**src/sv/segint_pkg.sv**
```systemverilog
`default_nettype none

package segint_pkg;

   localparam int unsigned COORD_WIDTH_DEF = 16;

   // orientation of point r against the directed line p -> q
   typedef enum logic [1:0] {
      ORIENT_COLLINEAR = 2'd0,
      ORIENT_CW        = 2'd1,
      ORIENT_CCW       = 2'd2
   } orient_type;

   // stage load enables shared by the orientation units
   typedef struct packed {
      logic s1_en;
      logic s2_en;
      logic s3_en;
   } segint_ctl_type;

endpackage

`default_nettype wire

```
**src/sv/segint_orient.sv**
```systemverilog
`default_nettype none

// orient(p, q, r): sign of (q.y-p.y)*(r.x-q.x) - (q.x-p.x)*(r.y-q.y)
// stage 1 differences, stage 2 products, stage 3 compare
module segint_orient import segint_pkg::*; #(
   parameter int unsigned COORD_WIDTH = COORD_WIDTH_DEF
) (
   input  wire logic                          clock,
   input  wire segint_ctl_type                ctl,
   input  wire logic signed [COORD_WIDTH-1:0] p_x,
   input  wire logic signed [COORD_WIDTH-1:0] p_y,
   input  wire logic signed [COORD_WIDTH-1:0] q_x,
   input  wire logic signed [COORD_WIDTH-1:0] q_y,
   input  wire logic signed [COORD_WIDTH-1:0] r_x,
   input  wire logic signed [COORD_WIDTH-1:0] r_y,
   output orient_type                         orient
);
   localparam int unsigned DW = COORD_WIDTH + 1;
   localparam int unsigned PW = 2 * DW;

   logic signed [DW-1:0] dqy_ff, drx_ff, dqx_ff, dry_ff;
   logic signed [DW-1:0] dqy_in, drx_in, dqx_in, dry_in;
   logic signed [PW-1:0] lhs_ff, rhs_ff, lhs_in, rhs_in;
   orient_type           orient_ff, orient_in;

   always_comb begin
      dqy_in = DW'(q_y) - DW'(p_y);
      drx_in = DW'(r_x) - DW'(q_x);
      dqx_in = DW'(q_x) - DW'(p_x);
      dry_in = DW'(r_y) - DW'(q_y);
      lhs_in = PW'(dqy_ff) * PW'(drx_ff);
      rhs_in = PW'(dqx_ff) * PW'(dry_ff);
      if (lhs_ff == rhs_ff) begin
         orient_in = ORIENT_COLLINEAR;
      end else if (lhs_ff > rhs_ff) begin
         orient_in = ORIENT_CW;
      end else begin
         orient_in = ORIENT_CCW;
      end
   end

   always_ff @(posedge clock) begin
      if (ctl.s1_en) begin
         dqy_ff <= dqy_in;
         drx_ff <= drx_in;
         dqx_ff <= dqx_in;
         dry_ff <= dry_in;
      end
      if (ctl.s2_en) begin
         lhs_ff <= lhs_in;
         rhs_ff <= rhs_in;
      end
      if (ctl.s3_en) begin
         orient_ff <= orient_in;
      end
   end

   assign orient = orient_ff;

endmodule

`default_nettype wire

```
**config.mk**
```make
export PLATFORM = sky130hd
export DESIGN_NAME = segint_orient
export DESIGN_NICKNAME = d
export VERILOG_FILES = /design/src/sv/segint_pkg.sv /design/src/sv/segint_orient.sv
export SDC_FILE = /design/constraint.sdc
export NUM_CORES = 2
export LEC_CHECK = 0
export BUFFER_PORTS_ARGS = -buffer_cell sky130_fd_sc_hd__buf_2
export CORE_UTILIZATION = 26
export CTS_BUF_LIST = sky130_fd_sc_hd__clkbuf_2
export DETAILED_ROUTE_END_ITERATION = 10
export PLACE_DENSITY = 0.49
export SLEW_MARGIN = 15
export SYNTH_ARGS = -nofsm -noshare
export SYNTH_HDL_FRONTEND = slang
export SYNTH_SLANG_ARGS = --single-unit
export TNS_END_PERCENT = 20
```
**constraint.sdc**
```tcl
create_clock -name clock -period 16 [get_ports clock]
set_input_delay 1.6 -clock clock [delete_from_list [all_inputs] [get_ports clock]]
set_output_delay 1.6 -clock clock [all_outputs]
set_load 0.01 [all_outputs]
```
==> metrics.log <==
[metrics] run status: complete, no violations
[metrics] cell area after technology mapping: 29500 µm²
[metrics] maximum buffer depth of the clock tree: 2
[metrics] Final GP Congestion: between 0.8 and 0.9
[metrics] Die W: 339 µm
[metrics] Worst setup startpoint: dry_ff[2]
[metrics] post_cts resized: 0
[metrics] Syn Inst Count: 3039
[metrics] CTS H-tree lvls: 4
[metrics] Routed WL per cell: 16.7 µm
[metrics] Post-CTS Hold Buffers: 0
[metrics] startpoint of the worst register-to-register path: dry_ff[2]
[metrics] category of the worst setup path launch point: register
[metrics] Rows: 123
[metrics] post-route ant nets: 0
[metrics] hold violation count in the final report: 0
[metrics] Mean Syn Cell Area: 9.71 µm²
[metrics] vias per cell: 4.37
[metrics] commonest non-fill, non-tap cells in the layout: 714 x inv_1, 596 x fa_1, 300 x nand2_1
[metrics] number of DRC markers after the initial detailed-route iteration: between 1000 and 1500
[metrics] number of enable-type register cells in the synthesized netlist: around 140
[metrics] maximum number of pins on one net before global-route repair: 69
[metrics] fraction of layout instances using a drive strength above 1: 4.95%
[metrics] Placed Instances: ~4600
[metrics] antenna violations before repair: 6
[metrics] endpoint class of the critical path: register
[metrics] Worst Max-Slew Pin Slew: 1050 ps
[metrics] unrepaired setup endpoints after global routing: no
[metrics] Top-Level Pins: slightly above 100
[metrics] post-layout minimum cycle time: 7050 ps
[metrics] detailed-route wire length: 77100 µm
[metrics] floorplan die height: 339 µm
[metrics] clock skew: 58.9 ps
[metrics] number of flip-flops and latches in the synthesized netlist: 138
[metrics] Overall Global Routing Usage: 14.1%
[metrics] post-route DRC violation count: 0
[metrics] Final Net Count: 4060
[metrics] sequential element share of the synthesized area: 14.0%
[metrics] data required time at the worst endpoint: between 15000 and 20000 ps
[metrics] maximum clock frequency: 142 MHz
[metrics] number of sinks on the clock net: approximately 140
[metrics] clock buffers created by TritonCTS: 17
[metrics] first-pass GRT wire length: approximately 130000 µm
[metrics] Std-Cell Core Area: 112000 µm²
[metrics] synthesis-to-finish area growth: 8.46%
[metrics] DIE AREA: between 100000 and 150000 µm²
[metrics] maximum fanout encountered on the critical timing path: 17
[metrics] reported max-cap violation count: 0
[metrics] clock root cell: clkbuf_2
[metrics] detailed-route via count: 20200
[metrics] HP Start: ctl[0]
[metrics] total nets after synthesis: 4003
[metrics] arrival time at the worst endpoint: 7750 ps
[metrics] Pins Over Slew Limit: 0
[metrics] number of port buffers: 101
[metrics] worst hold path type: input port to register
[metrics] Main synth FF type: edfxtp_1
[metrics] CTS clock-pin slew for the worst setup and hold paths: 290 ps
[metrics] final number of setup-violating endpoints: 0
[metrics] Rel. slew slack: between 20% and 30%
[metrics] detailed placement HPWL: 64200 µm
[metrics] critical path start-end classification: register to register
[metrics] final hold slack: slightly above 800 ps
[metrics] aggregate negative setup slack: 0 ps
[metrics] leading cell type in the layout, fill and taps excluded: inv_1
[metrics] vias in the first global route: 22000
[metrics] TritonCTS clock tree: built
[metrics] number of buffers inserted to repair setup after CTS: 0
[metrics] total global routing overflow: 0
[metrics] ys async rst share: 0%
[metrics] number of warning messages in the yosys log: 0
[metrics] Pre-Repair DR Iteration Count: 5
[metrics] count of unique library cells instantiated by Yosys: 58
[metrics] Worst-Skew Late Latency: 960 ps
[metrics] Initial Utilization: a little over a quarter
[metrics] filler-free cell count of the finished design: ~4600
[metrics] fin crit share: ~44%
-- state kept, by name (all words and copies together) (netlist names) --
register	count
dry_ff	17
orient	2
drx_ff	17
lhs_ff	34
dqx_ff	17
dqy_ff	17
rhs_ff	34
-- per-stage QoR --
step | utilization (%) | cell area (µm²) | worst slack [ps]
after CTS | 28.4 | 32000 | 8930
after floorplan | - | 29500 | 9780
final | 28.4 | 32000 | 8950
after detailed placement | 28.2 | 31700 | 9020
after global placement | 28.2 | 31700 | 9150
after global routing | 28.4 | 32000 | 8590
-- worst max-delay path, cell delays in order (launching register included) --
cell	delay [ps]
edfxtp_1	720
nand2_1	210
inv_1	100
fa_1	770
fa_1	500
fa_1	500
fa_1	610
fa_1	440
fa_1	450
ha_1	380
and4_1	300
nand2_1	90
or3_1	350
nor3_1	330
nor4_2	90
o32ai_1	510
a211o_1	200
a21oi_1	70
xnor2_1	130
-- synthesized netlist by cell type (all sizes together), types with 4 or more instances --
cell type,count,share of area [%]
a2111oi,11,0.33
a211oi,18,0.46
a21boi,7,0.18
a21o,30,0.76
a21oi,77,1.3
a41oi,4,0.14
and2,294,6.2
and3,15,0.32
buf,6,0.076
clkbuf,72,0.92
edfxtp,138,14
fa,596,40
ha,268,11
inv,714,9.1
nand2,300,3.8
nand2b,22,0.47
nand3,21,0.36
nand4,10,0.21
nor2,100,1.3
nor2b,26,0.55
nor3,36,0.61
nor4,5,0.13
o211ai,8,0.20
o21a,18,0.46
o21ai,59,1.0
o21bai,6,0.15
or3,16,0.34
xnor2,91,2.7
xor2,26,0.77
-- logic make-up (layout without fill, tap and decap cells) --
logic type	Yosys count	after routing	synth area share [%]
AND/OR/NAND/NOR	857	857	14.6
adder cells (fa/ha/maj)	864	864	51.8
buffers and inverters	792	862	10.1
XOR/XNOR	117	117	3.47
AO/OA/AOI/OAI	271	271	5.98
flip-flops	138	138	14.0
other	0	4	0
-- per-layer routing --
metal	wire length, µm	vias to the layer above	track usage (%)
met5	16	-	0
met4	908	2	2.15
met3	3450	44	2.18
met2	35700	379	23.1
met1	37000	10300	19.9
li1	-	9425	-
-- path summary, 6_finish.rpt --
path / end / slack, ps / depth (start not counted)
worst max register to register: rhs_ff[33] / 8950 / 18
worst max-delay path: rhs_ff[33] / 8950 / 18
worst min-delay path: orient[0] / 820 / 1
worst min register to register: rhs_ff[0] / 840 / 2
-- cell type report --
cell class | instances | area [µm²]
antenna | 4 | 10.0
clock buffer | 17 | 85.1
clock inverter | 15 | 196
fill | 11900 | 80500
inverter | 714 | 2680
multi-input combinational | 2109 | 22400
sequential | 138 | 4140
tap | 1500 | 1880
timing repair buffer | 116 | 621
Power is not shown: default switching activity piles up to over one toggle a cycle in this logic, so the estimate is an artifact.
